--- src/rtl/core/rfam_pkg.sv ---
// rfam_pkg: shared types and constants for the radial feather alpha mask
// word structs for the pixel and result channels, cell words, register map
// no dependencies
package rfam_pkg;

  // canvas side limits
  localparam logic [8:0] MIN_CANVAS = 9'd2;
  localparam logic [8:0] MAX_CANVAS = 9'd256;

  // register reset values
  localparam logic [8:0]  CANVAS_RESET = 9'd64;
  localparam logic [11:0] INNER_RESET  = 12'd384;
  localparam logic [11:0] OUTER_RESET  = 12'd512;

  // register indexes (byte address bits [3:2])
  localparam logic [1:0] REG_CANVAS_SIZE = 2'd0;
  localparam logic [1:0] REG_INNER       = 2'd1;
  localparam logic [1:0] REG_OUTER       = 2'd2;

  // square root chain: 26-bit radicand, one root bit per cell
  localparam int SQRT_STEPS = 13;
  localparam int RAD_W      = 2 * SQRT_STEPS;
  localparam int ROOT_W     = SQRT_STEPS;
  localparam int REM_W      = SQRT_STEPS + 1;

  // ramp division chain: one quotient bit per cell
  localparam int DIV_STEPS = 8;
  localparam int LOW_W     = DIV_STEPS;
  localparam int QUOT_W    = DIV_STEPS;
  localparam int PART_W    = 13;

  // input word
  typedef struct packed {
    logic [7:0] x_pos;
    logic [7:0] y_pos;
    logic [7:0] src_alpha;
    logic [7:0] src_red;
    logic [7:0] src_green;
    logic [7:0] src_blue;
  } in_word_t;

  // result word
  typedef struct packed {
    logic [7:0] out_alpha;
    logic [7:0] out_red;
    logic [7:0] out_green;
    logic [7:0] out_blue;
  } out_word_t;

  // sideband that travels with a pixel down the pipe
  typedef struct packed {
    logic       valid;
    logic       in_core;
    logic       outside;
    logic [7:0] alpha;
    logic [7:0] red;
    logic [7:0] green;
    logic [7:0] blue;
  } side_t;

  // word handed between square root cells
  typedef struct packed {
    side_t             side;
    logic [RAD_W-1:0]  rad;
    logic [REM_W-1:0]  rem;
    logic [ROOT_W-1:0] root;
  } sqrt_word_t;

  // word handed between division cells
  typedef struct packed {
    side_t             side;
    logic [LOW_W-1:0]  low;
    logic [PART_W-1:0] part;
    logic [QUOT_W-1:0] quot;
  } div_word_t;

  // configuration seen by the datapath
  typedef struct packed {
    logic [8:0]  canvas_size;
    logic [11:0] inner_radius_q4;
    logic [11:0] outer_radius_q4;
    logic [23:0] inner_sq;
    logic [23:0] outer_sq;
  } cfg_t;

endpackage

--- src/rtl/core/rfam_sqrt_cell.sv ---
// rfam_sqrt_cell: one cell of the square root chain, one root bit per cycle
// takes the next radicand bit pair, passes the shifted word to its neighbor
// depends on rfam_pkg
module rfam_sqrt_cell (
  input  logic                 clk,
  input  logic                 rst,
  input  rfam_pkg::sqrt_word_t d,
  output rfam_pkg::sqrt_word_t q
);

  logic [rfam_pkg::REM_W+1:0]  cur;
  logic [rfam_pkg::ROOT_W+1:0] trial;
  logic [rfam_pkg::REM_W+1:0]  diff;
  logic                        ge;
  rfam_pkg::sqrt_word_t        q_next;

  // trial subtract of (4*root + 1) from the shifted remainder
  always_comb begin
    cur    = {d.rem, d.rad[rfam_pkg::RAD_W-1 -: 2]};
    trial  = {d.root, 2'b01};
    diff   = cur - {1'b0, trial};
    ge     = (cur >= {1'b0, trial});
    q_next = d;
    q_next.rad  = {d.rad[rfam_pkg::RAD_W-3:0], 2'b00};
    q_next.rem  = ge ? diff[rfam_pkg::REM_W-1:0] : cur[rfam_pkg::REM_W-1:0];
    q_next.root = {d.root[rfam_pkg::ROOT_W-2:0], ge};
  end

  always_ff @(posedge clk) begin
    if (rst) begin
      q <= '0;
    end else begin
      q <= q_next;
    end
  end

endmodule

--- src/rtl/core/rfam_div_cell.sv ---
// rfam_div_cell: one cell of the ramp division chain, one quotient bit per cycle
// restoring step against the divisor, passes the shifted word to its neighbor
// depends on rfam_pkg
module rfam_div_cell (
  input  logic                         clk,
  input  logic                         rst,
  input  logic [rfam_pkg::PART_W-1:0]  dvs,
  input  rfam_pkg::div_word_t          d,
  output rfam_pkg::div_word_t          q
);

  logic [rfam_pkg::PART_W:0] cur;
  logic [rfam_pkg::PART_W:0] diff;
  logic                      ge;
  rfam_pkg::div_word_t       q_next;

  // shift in the next numerator bit, subtract when it fits
  always_comb begin
    cur    = {d.part, d.low[rfam_pkg::LOW_W-1]};
    diff   = cur - {1'b0, dvs};
    ge     = (cur >= {1'b0, dvs});
    q_next = d;
    q_next.low  = {d.low[rfam_pkg::LOW_W-2:0], 1'b0};
    q_next.part = ge ? diff[rfam_pkg::PART_W-1:0] : cur[rfam_pkg::PART_W-1:0];
    q_next.quot = {d.quot[rfam_pkg::QUOT_W-2:0], ge};
  end

  always_ff @(posedge clk) begin
    if (rst) begin
      q <= '0;
    end else begin
      q <= q_next;
    end
  end

endmodule

--- src/rtl/core/rfam_regs.sv ---
// rfam_regs: apb configuration registers of the feather mask
// canvas size and radii, plus registered squares of the radii
// depends on rfam_pkg
module rfam_regs (
  input  logic          clk,
  input  logic          rst,
  input  logic          psel,
  input  logic          penable,
  input  logic          pwrite,
  input  logic [3:0]    paddr,
  input  logic [31:0]   pwdata,
  output logic [31:0]   prdata,
  output logic          pready,
  output rfam_pkg::cfg_t cfg
);

  logic [8:0]  canvas_size;
  logic [11:0] inner_radius_q4;
  logic [11:0] outer_radius_q4;
  logic [23:0] inner_sq;
  logic [23:0] outer_sq;
  logic        wr_en;

  assign pready = 1'b1;
  assign wr_en  = psel & penable & pwrite;

  // register writes
  always_ff @(posedge clk) begin
    if (rst) begin
      canvas_size     <= rfam_pkg::CANVAS_RESET;
      inner_radius_q4 <= rfam_pkg::INNER_RESET;
      outer_radius_q4 <= rfam_pkg::OUTER_RESET;
    end else if (wr_en) begin
      unique case (paddr[3:2])
        rfam_pkg::REG_CANVAS_SIZE: canvas_size     <= pwdata[8:0];
        rfam_pkg::REG_INNER:       inner_radius_q4 <= pwdata[11:0];
        rfam_pkg::REG_OUTER:       outer_radius_q4 <= pwdata[11:0];
        default: ;
      endcase
    end
  end

  // radius squares for the inside and outside tests
  always_ff @(posedge clk) begin
    inner_sq <= inner_radius_q4 * inner_radius_q4;
    outer_sq <= outer_radius_q4 * outer_radius_q4;
  end

  // read back
  always_comb begin
    unique case (paddr[3:2])
      rfam_pkg::REG_CANVAS_SIZE: prdata = {23'd0, canvas_size};
      rfam_pkg::REG_INNER:       prdata = {20'd0, inner_radius_q4};
      rfam_pkg::REG_OUTER:       prdata = {20'd0, outer_radius_q4};
      default:                   prdata = 32'd0;
    endcase
  end

  assign cfg.canvas_size     = canvas_size;
  assign cfg.inner_radius_q4 = inner_radius_q4;
  assign cfg.outer_radius_q4 = outer_radius_q4;
  assign cfg.inner_sq        = inner_sq;
  assign cfg.outer_sq        = outer_sq;

endmodule

--- src/rtl/core/radial_feather_alpha_mask.sv ---
// radial_feather_alpha_mask: top level, one pixel word per clock, never busy but in reset
// pipeline: two front stages, root seed, 13 root cells, divide seed, 8 divide cells,
// weight stage, then the output register that drives done and the result word
// throughput: one word per cycle, every stage and cell takes a new word each cycle
// reset: synchronous, clears pipeline valids and loads register defaults
// depends on rfam_pkg, rfam_regs, rfam_sqrt_cell, rfam_div_cell
module radial_feather_alpha_mask (
  input  logic                clk,
  input  logic                rst,
  input  logic                start,
  output logic                busy,
  input  rfam_pkg::in_word_t  pixel,
  output logic                done,
  output rfam_pkg::out_word_t result,
  input  logic                psel,
  input  logic                penable,
  input  logic                pwrite,
  input  logic [3:0]          paddr,
  input  logic [31:0]         pwdata,
  output logic [31:0]         prdata,
  output logic                pready
);

  rfam_pkg::cfg_t cfg;

  // front stages
  logic [8:0]      size_c;
  logic [11:0]     size8;
  logic [11:0]     px16;
  logic [11:0]     py16;
  rfam_pkg::side_t a_side;
  rfam_pkg::side_t a_side_next;
  logic [11:0]     a_dx;
  logic [11:0]     a_dy;
  rfam_pkg::side_t b_side;
  logic [23:0]     b_dx2;
  logic [23:0]     b_dy2;
  logic [24:0]     r2;
  rfam_pkg::sqrt_word_t c_word_next;

  // cell chains
  rfam_pkg::sqrt_word_t sq_chain [rfam_pkg::SQRT_STEPS+1];
  rfam_pkg::div_word_t  dv_chain [rfam_pkg::DIV_STEPS+1];

  // ramp numerator and divisor
  rfam_pkg::sqrt_word_t sq_last;
  logic [11:0]          ramp_d;
  logic [12:0]          dvs;
  logic [11:0]          num;
  logic [20:0]          numer;
  rfam_pkg::div_word_t  d_word_next;

  // weight and output stages
  rfam_pkg::div_word_t  dv_last;
  logic [7:0]           weight;
  rfam_pkg::side_t      w_side;
  logic [15:0]          w_prod;
  logic                 w_zero;
  logic [16:0]          rnd;
  logic [16:0]          quo;
  rfam_pkg::out_word_t  result_next;

  assign busy = rst;

  rfam_regs u_regs (
    .clk     (clk),
    .rst     (rst),
    .psel    (psel),
    .penable (penable),
    .pwrite  (pwrite),
    .paddr   (paddr),
    .pwdata  (pwdata),
    .prdata  (prdata),
    .pready  (pready),
    .cfg     (cfg)
  );

  // clamp canvas size, offsets of the pixel centre in sixteenths
  always_comb begin
    if (cfg.canvas_size < rfam_pkg::MIN_CANVAS) begin
      size_c = rfam_pkg::MIN_CANVAS;
    end else if (cfg.canvas_size > rfam_pkg::MAX_CANVAS) begin
      size_c = rfam_pkg::MAX_CANVAS;
    end else begin
      size_c = cfg.canvas_size;
    end
    size8 = {size_c, 3'b000};
    px16  = {pixel.x_pos, 4'b1000};
    py16  = {pixel.y_pos, 4'b1000};
    a_side_next.valid   = start & ~busy;
    a_side_next.in_core = 1'b0;
    a_side_next.outside = 1'b0;
    a_side_next.alpha   = pixel.src_alpha;
    a_side_next.red     = pixel.src_red;
    a_side_next.green   = pixel.src_green;
    a_side_next.blue    = pixel.src_blue;
  end

  // stage a: offset magnitudes
  always_ff @(posedge clk) begin
    if (rst) begin
      a_side <= '0;
    end else begin
      a_side <= a_side_next;
    end
    a_dx   <= (px16 >= size8) ? (px16 - size8) : (size8 - px16);
    a_dy   <= (py16 >= size8) ? (py16 - size8) : (size8 - py16);
  end

  // stage b: squares
  always_ff @(posedge clk) begin
    if (rst) begin
      b_side <= '0;
    end else begin
      b_side <= a_side;
    end
    b_dx2  <= a_dx * a_dx;
    b_dy2  <= a_dy * a_dy;
  end

  // stage c: radius squared, inside and outside tests, seed of the root chain
  always_comb begin
    r2 = {1'b0, b_dx2} + {1'b0, b_dy2};
    c_word_next              = '0;
    c_word_next.side         = b_side;
    c_word_next.side.in_core = (r2 <= {1'b0, cfg.inner_sq});
    c_word_next.side.outside = (r2 > {1'b0, cfg.inner_sq}) && (r2 >= {1'b0, cfg.outer_sq});
    c_word_next.rad          = {1'b0, r2};
  end

  always_ff @(posedge clk) begin
    if (rst) begin
      sq_chain[0] <= '0;
    end else begin
      sq_chain[0] <= c_word_next;
    end
  end

  // root chain
  for (genvar i = 0; i < rfam_pkg::SQRT_STEPS; i++) begin : g_sqrt
    rfam_sqrt_cell u_cell (
      .clk (clk),
      .rst (rst),
      .d   (sq_chain[i]),
      .q   (sq_chain[i+1])
    );
  end

  // stage d: ramp numerator 510*(outer - r) + d over divisor 2*d
  always_comb begin
    sq_last = sq_chain[rfam_pkg::SQRT_STEPS];
    ramp_d  = cfg.outer_radius_q4 - cfg.inner_radius_q4;
    dvs     = {ramp_d, 1'b0};
    if (sq_last.root < {1'b0, cfg.outer_radius_q4}) begin
      num = cfg.outer_radius_q4 - sq_last.root[11:0];
    end else begin
      num = 12'd0;
    end
    numer = {num, 9'd0} - {8'd0, num, 1'b0} + {9'd0, ramp_d};
    d_word_next      = '0;
    d_word_next.side = sq_last.side;
    d_word_next.part = numer[20:8];
    d_word_next.low  = numer[7:0];
  end

  always_ff @(posedge clk) begin
    if (rst) begin
      dv_chain[0] <= '0;
    end else begin
      dv_chain[0] <= d_word_next;
    end
  end

  // divide chain
  for (genvar j = 0; j < rfam_pkg::DIV_STEPS; j++) begin : g_div
    rfam_div_cell u_cell (
      .clk (clk),
      .rst (rst),
      .dvs (dvs),
      .d   (dv_chain[j]),
      .q   (dv_chain[j+1])
    );
  end

  // stage w: feather weight and alpha product
  always_comb begin
    dv_last = dv_chain[rfam_pkg::DIV_STEPS];
    if (dv_last.side.in_core) begin
      weight = 8'd255;
    end else if (dv_last.side.outside) begin
      weight = 8'd0;
    end else begin
      weight = dv_last.quot;
    end
  end

  always_ff @(posedge clk) begin
    if (rst) begin
      w_side <= '0;
    end else begin
      w_side <= dv_last.side;
    end
    w_prod <= dv_last.side.alpha * weight;
    w_zero <= (weight == 8'd0);
  end

  // stage o: rounded divide by 255, zero mask where the feather weight is zero
  always_comb begin
    rnd = {1'b0, w_prod} + 17'd127;
    quo = (rnd + 17'd1 + {8'd0, rnd[16:8]}) >> 8;
    if (w_zero) begin
      result_next = '0;
    end else begin
      result_next.out_alpha = quo[7:0];
      result_next.out_red   = w_side.red;
      result_next.out_green = w_side.green;
      result_next.out_blue  = w_side.blue;
    end
  end

  always_ff @(posedge clk) begin
    result <= result_next;
    if (rst) begin
      done <= 1'b0;
    end else begin
      done <= w_side.valid;
    end
  end

endmodule

--- config.mk ---
export PLATFORM = sky130hd
export DESIGN_NAME = radial_feather_alpha_mask
export DESIGN_NICKNAME = d
export VERILOG_FILES = /design/src/rtl/core/rfam_pkg.sv /design/src/rtl/core/rfam_sqrt_cell.sv /design/src/rtl/core/rfam_div_cell.sv /design/src/rtl/core/rfam_regs.sv /design/src/rtl/core/radial_feather_alpha_mask.sv
export SDC_FILE = /design/constraint.sdc
export NUM_CORES = 2
export LEC_CHECK = 0
export BUFFER_PORTS_ARGS = -buffer_cell sky130_fd_sc_hd__clkbuf_2
export CAP_MARGIN = 40
export CORE_MARGIN = 8
export CORE_UTILIZATION = 55
export DETAILED_ROUTE_END_ITERATION = 10
export MAX_ROUTING_LAYER = met4
export PLACE_DENSITY = 0.71
export SYNTH_ARGS = -nofsm -noshare
export SYNTH_HDL_FRONTEND = slang
export SYNTH_SLANG_ARGS = --single-unit
export TNS_END_PERCENT = 100
--- constraint.sdc ---
create_clock -name clk -period 7 [get_ports clk]
set_clock_uncertainty 0.15 [all_clocks]
set_input_delay 0.7 -clock clk [delete_from_list [all_inputs] [get_ports clk]]
set_output_delay 0.7 -clock clk [all_outputs]
set_load 0.02 [all_outputs]
## After elaboration in Yosys (flattened, before gate mapping)

Index checks and enable logic that the tools add are counted.

- Add/subtract/negate cells: 31
- Multiply operators: 5
- $lt $le $gt $ge: 29
- Equal/unequal tests: 2
- Muxes and demuxes: 27
- Bitwise logic cells: 4
- Reductions and logical operators: 6

Operator list:

| operator | count |
|---|---|
| greater-or-equal comparator 16 x 15 -> 1 bit | 12 |
| 2-to-1 mux 14 bit | 12 |
| subtractor 14 bit | 11 |
| greater-or-equal comparator 14 x 13 -> 1 bit | 8 |
| multiplier 12 x 12 -> 24 bit | 4 |
| 2-to-1 mux 13 bit | 7 |
| subtractor 13 bit | 7 |
| subtractor 12 bit | 6 |
| 2-to-1 mux 12 bit | 3 |
| case mux 12 bit (3 select lines) | 1 |
| adder 24 x 24 -> 25 bit | 1 |
| greater-or-equal comparator 25 x 24 -> 1 bit | 1 |
| greater-than comparator 25 x 24 -> 1 bit | 1 |
| less-or-equal comparator 25 x 24 -> 1 bit | 1 |
| greater-or-equal comparator 12 bit | 2 |
| adder 21 x 12 -> 21 bit | 1 |
| subtractor 21 x 13 -> 21 bit | 1 |
| 2-to-1 mux 9 bit | 2 |
| adder 16 x 7 -> 17 bit (second input constant) | 1 |
| adder 16 x 1 -> 16 bit (second input constant) | 1 |
| adder 16 x 9 -> 16 bit | 1 |
| multiplier 8 x 8 -> 16 bit | 1 |
| 2-to-1 mux 8 bit | 2 |
| subtractor 14 bit (second input constant) | 1 |
| other kinds (12) | 16 |

- Register bits: 1975
- Bits of input ports: 90
- Output and inout port bits: 67
- Logic and storage cells: 375

## Longest topological paths before layout

- Depth after elaboration: 5
- Mapped depth: 22

## Modules after synthesis

A second synthesis with hierarchy kept.

- Cells, all modules: 9272
- Area, all modules: 91660.4 um2

Modules (own cells, without submodules):

| module | times used | cells an instance | area an instance (um2) | sequential area each (um2) |
|---|---|---|---|---|
| rfam_sqrt_cell (g_sqrt[0].u_cell ...) | 8 | 302 | 3149.3 | 1721.7 |
| rfam_div_cell | 8 | 250 | 2527.4 | 1261.2 |
| radial_feather_alpha_mask | 1 | 2143 | 19995.4 | 6005.8 |
| rfam_sqrt_cell (g_sqrt[5].u_cell ...) | 5 | 301 | 3126.7 | 1721.7 |
| rfam_regs | 1 | 1208 | 10617.7 | 1581.5 |

## Worst setup path after synthesis

No wires, ideal clock.

- Path type: reg2reg
- From: register u_regs.outer_radius_q4[10]
- To: register u_regs.outer_sq[23]
- Library setup time: 143 ps
- Arrival time: 5561 ps
- Slack: 1146 ps
- Stages on the path, launching flop included: 21
- Buffers on the path: 1
- Clock period less this slack: 5854 ps
- Cell sequence: dfxtp_1 clkbuf_1 clkinv_1 nor2_1 inv_1 fa_1 inv_1 fa_1 fa_1 fa_1 inv_1 fa_1 inv_1 ha_1 and3_1 and3_1 a21oi_1 a31oi_1 o41ai_1 mux2i_1 o311ai_0

- Cells in the longest elaborated chain, start to end: 1

RTL lines:

| what | line | RTL |
|---|---|---|
| start: declaration | rfam_regs.sv:19 | `logic [11:0] outer_radius_q4;` |
| start signal: assignment | rfam_regs.sv:32 | `outer_radius_q4 <= rfam_pkg::OUTER_RESET;` |
| start signal: assignment | rfam_regs.sv:37 | `rfam_pkg::REG_OUTER: outer_radius_q4 <= pwdata[11:0];` |
| multiplier 12 x 12 -> 24 bit | rfam_regs.sv:46 | `outer_sq <= outer_radius_q4 * outer_radius_q4;` |
| end signal: assignment | rfam_regs.sv:46 |  |
| end: declaration | rfam_regs.sv:21 | `logic [23:0] outer_sq;` |

Every way passes these cells.
A chain may end at the register's enable or synchronous reset.

## Worst setup path after layout

- From: register u_regs.outer_radius_q4[11]
- To: register u_regs.outer_sq[23]

The elaborated chain is that of the path after synthesis.

==> flow_summary.json <==
{
  "tightest_slew_ns": 0.957,
  "finalSetupTns_ns": 0,
  "wire_length_of_the_first_global_routing_pass_mm": 214,
  "final-max-slew-violation-count": 0,
  "startpoint_type": "register",
  "vias_per_cell": 4.88,
  "met3_length_mm": 4.89,
  "syn-mean-instance-area_sq_um": 9.87,
  "dieArea_sq_um": 142000,
  "layout_commonest_cell": "sky130_fd_sc_hd__dfxtp_1",
  "synth_flop_cell": "sky130_fd_sc_hd__dfxtp_1",
  "reg2reg_capture_point": "u_regs.outer_sq[23]",
  "period_needed_ns": 6.35,
  "irDropWorstVdd_uv": 648,
  "hold_violations": 0,
  "place_hpwl_mm": 91.5,
  "p_per_area_nw_per_um2": 404,
  "met2RoutedLength_mm": 59.5,
  "ios": 157,
  "worst_skew_pair.late_latency_ns": 0.77,
  "die_height_um": 377,
  "min_path_cells": 3,
  "vias": 45293,
  "async_reset_ff_share_pct": 0,
  "grt_overflow": 0,
  "post-route-period-util_pct": 90.7,
  "clk_path_buf_depth": 3,
  "finish.utilization_pct": 61.8,
  "stdcell_count": 9284,
  "reg2reg_from": "u_regs.outer_radius_q4[11]",
  "final-setup-viol-count": 0,
  "clk_pin_slew_worst_paths_ns": 0.06,
  "drt_iter0_drc": 2075,
  "synth_edf_count": 0,
  "initial_core_utilization_pct": 55.5,
  "path_cells": "buf_4, inv_1, nor2_1, fa_1, inv_1, fa_1, inv_1, fa_1, fa_1, inv_1, fa_1, inv_1, ha_1, and3_1, and3_1, a21oi_1, a31oi_1, o41ai_1, mux2i_1, o311ai_0",
  "worst-setup-path-type": "reg -> reg",
  "run_status": "complete, no violations",
  "worst_hold_path_type": "in -> reg",
  "htree_levels": 4,
  "final_layout_size_suffix_gt1_share_pct": 6.70,
  "yosys_register_bits": 1587,
  "min_from": "pwdata[0]",
  "final_net_count": 8375,
  "drc": 0,
  "die_x_um": 377,
  "preCtsSetupSlack_ns": 0.682,
  "regToRegSetupSlack_ns": 0.65,
  "maxSlewHeadroom_pct": 36.2,
  "timing.max_cap.violations": 0,
  "synth_top_area_share_pct": 44.2,
  "top_signal_layer_used": "met4",
  "mostFrequentLayoutCells": "sky130_fd_sc_hd__dfxtp_1 (1587), sky130_fd_sc_hd__nor2b_1 (1166), sky130_fd_sc_hd__inv_1 (746)",
  "drt.antenna.violating_nets": 0,
  "synth_cell_type_count": 87,
  "crit_fanout": 11,
  "slowest_stage": "sky130_fd_sc_hd__o41ai_1",
  "post_synth_instance_area_sq_um": 71800,
  "critical_path_arrival_ns": 6.81,
  "port_buffers": 113,
  "tritoncts": "yes",
  "grt_max_degree": 229,
  "power.leakage_nw": 35.9,
  "route.final.wire_length_mm": 126,
  "grtUsageTotal_pct": 18.3,
  "post_cts_setup_buffers": 0,
  "core-area_sq_um": 129000,
  "detail_route.wirelength.met1_mm": 58.7,
  "dr.pass1.iters": 6,
  "grt_antenna_before_repair": 3,
  "yosys_warnings": 0,
  "post_synth_inst_count": 7275,
  "grt_setup_unrepaired": "no",
  "area_growth_syn_to_layout_pct": 11.5,
  "clock_sinks": 1587,
  "category_of_the_worst_setup_path_capture_point": "register",
  "routed_wire_length_per_instance_um": 13.6,
  "achievable-frequency_ghz": 0.158,
  "numCtsBuffers": 158,
  "synth.largest_area_cell": "sky130_fd_sc_hd__dfxtp_1",
  "worstPathRequired_ns": 7.47,
  "synth.area.top_cells": "sky130_fd_sc_hd__dfxtp_1 (44%), sky130_fd_sc_hd__nor2b_1 (10%), sky130_fd_sc_hd__ha_1 (10%)",
  "placedCellCount": 8964,
  "total_power_w": 0.0323,
  "row_count": 132,
  "place.gp.congestion": 0.899,
  "sequential_to_total_area_share_from_yosys_stat_pct": 44.2,
  "postLayoutSetupSlackWorst_ns": 0.654,
  "post_cts.resized_instances": 0,
  "first_global_vias": 45147,
  "timing.reg2reg.worst_path_depth": 20,
  "min_delay_worst_endpoint": "u_regs.canvas_size[0]",
  "root_buffer": "sky130_fd_sc_hd__clkbuf_16",
  "critical-path-max-stage-delay_ns": 0.63,
  "cts-hold-fix-buffers": 38
}
==> synth_stat cells (52+ instances only) <==
cell,number
sky130_fd_sc_hd__xnor2_1,196
sky130_fd_sc_hd__nor3_1,92
sky130_fd_sc_hd__ha_1,576
sky130_fd_sc_hd__o21ai_0,129
sky130_fd_sc_hd__nor2b_1,1166
sky130_fd_sc_hd__and2_1,113
sky130_fd_sc_hd__o21a_1,52
sky130_fd_sc_hd__nor2_1,550
sky130_fd_sc_hd__a21oi_1,271
sky130_fd_sc_hd__xor2_1,89
sky130_fd_sc_hd__inv_1,746
sky130_fd_sc_hd__clkbuf_1,203
sky130_fd_sc_hd__dfxtp_1,1587
sky130_fd_sc_hd__fa_1,289
sky130_fd_sc_hd__nand2_1,329
sky130_fd_sc_hd__mux2i_1,117
sky130_fd_sc_hd__nand3_1,57
sky130_fd_sc_hd__a21o_1,97
==> how the worst max path moves through the flow <==
stage | from | to | cells past startpoint
floorplan | u_regs.outer_radius_q4[10] | u_regs.outer_sq[23] | 20
global placement | u_regs.outer_radius_q4[11] | u_regs.outer_sq[23] | 20
detailed placement | u_regs.outer_radius_q4[9] | u_regs.outer_sq[23] | 17
CTS | u_regs.outer_radius_q4[9] | u_regs.outer_sq[23] | 17
global route | u_regs.outer_radius_q4[11] | u_regs.outer_sq[23] | 20
finish | u_regs.outer_radius_q4[11] | u_regs.outer_sq[23] | 20
==> through the flow <==
step	cell area, sq um	hold WS, ns
after floorplan	71900	0.238
after detailed placement	74200	0.270
after global placement	74100	0.265
final	80100	0.0765
after global routing	80100	0.0431
after CTS	80100	0.00950
==> where the power goes <==
part	leakage [nW]	switching, W	internal [W]
combinational	20.3	0.00719	0.00601
clock	2.68	0.00345	0.00521
sequential	12.9	0.000483	0.00999
total	35.9	0.0111	0.0212
==> final cells by class <==
cell class                      instances  area [sq um]
Inverter                              754          2830
Sequential cell                      1587         31800
Fill cell                           10930         49400
Antenna cell                            1          2.50
Multi-Input combinational cell       4708         36300
Timing Repair Buffer                  211          1490
Clock buffer                          216          4500
Tap cell                             1742          2180
Clock inverter                         65          1010
==> routing by layer <==
metal / track usage, % / vias up
met5: - / -
met4: 5.81 / 0
met3: 2.94 / 248
met2: 30.6 / 698
met1: 22.6 / 20701
li1: - / 23646
==> registers in the layout, summed over array words and instances (netlist names), 12 cells and up <==
signal / count
result: 32
g_sqrt.u_cell.q: 773
a_side: 33
u_regs.inner_sq: 23
sq_chain: 53
b_dy2: 17
u_regs.outer_sq: 23
b_dx2: 16
w_side: 25
g_div.u_cell.q: 435
u_regs.inner_radius_q4: 12
w_prod: 16
u_regs.outer_radius_q4: 12
b_side: 33
dv_chain: 56
==> logic make-up after synthesis <==
group,count (synthesis),share of synthesized area (%)
XOR/XNOR,285,3.48
multiplexers,145,2.07
buffers and inverters,1000,5.36
AND/OR/NAND/NOR,2574,19.3
AO/OA/AOI/OAI,817,7.46
flip-flops,1587,44.2
adder cells (fa/ha/maj),865,18.1
other,2,0.0105
==> worst max-delay path: cells and delay by family (launching register included) <==
| kind | cells | cell delay, ns |
|---|---|---|
| adder cells (fa/ha/maj) | 6 | 3.01 |
| AO/OA/AOI/OAI | 4 | 1.28 |
| flip-flops | 1 | 0.29 |
| multiplexers | 1 | 0.27 |
| buffers and inverters | 6 | 0.67 |
| AND/OR/NAND/NOR | 3 | 0.54 |
No activity file was read; power rests on OpenSTA's default activity.
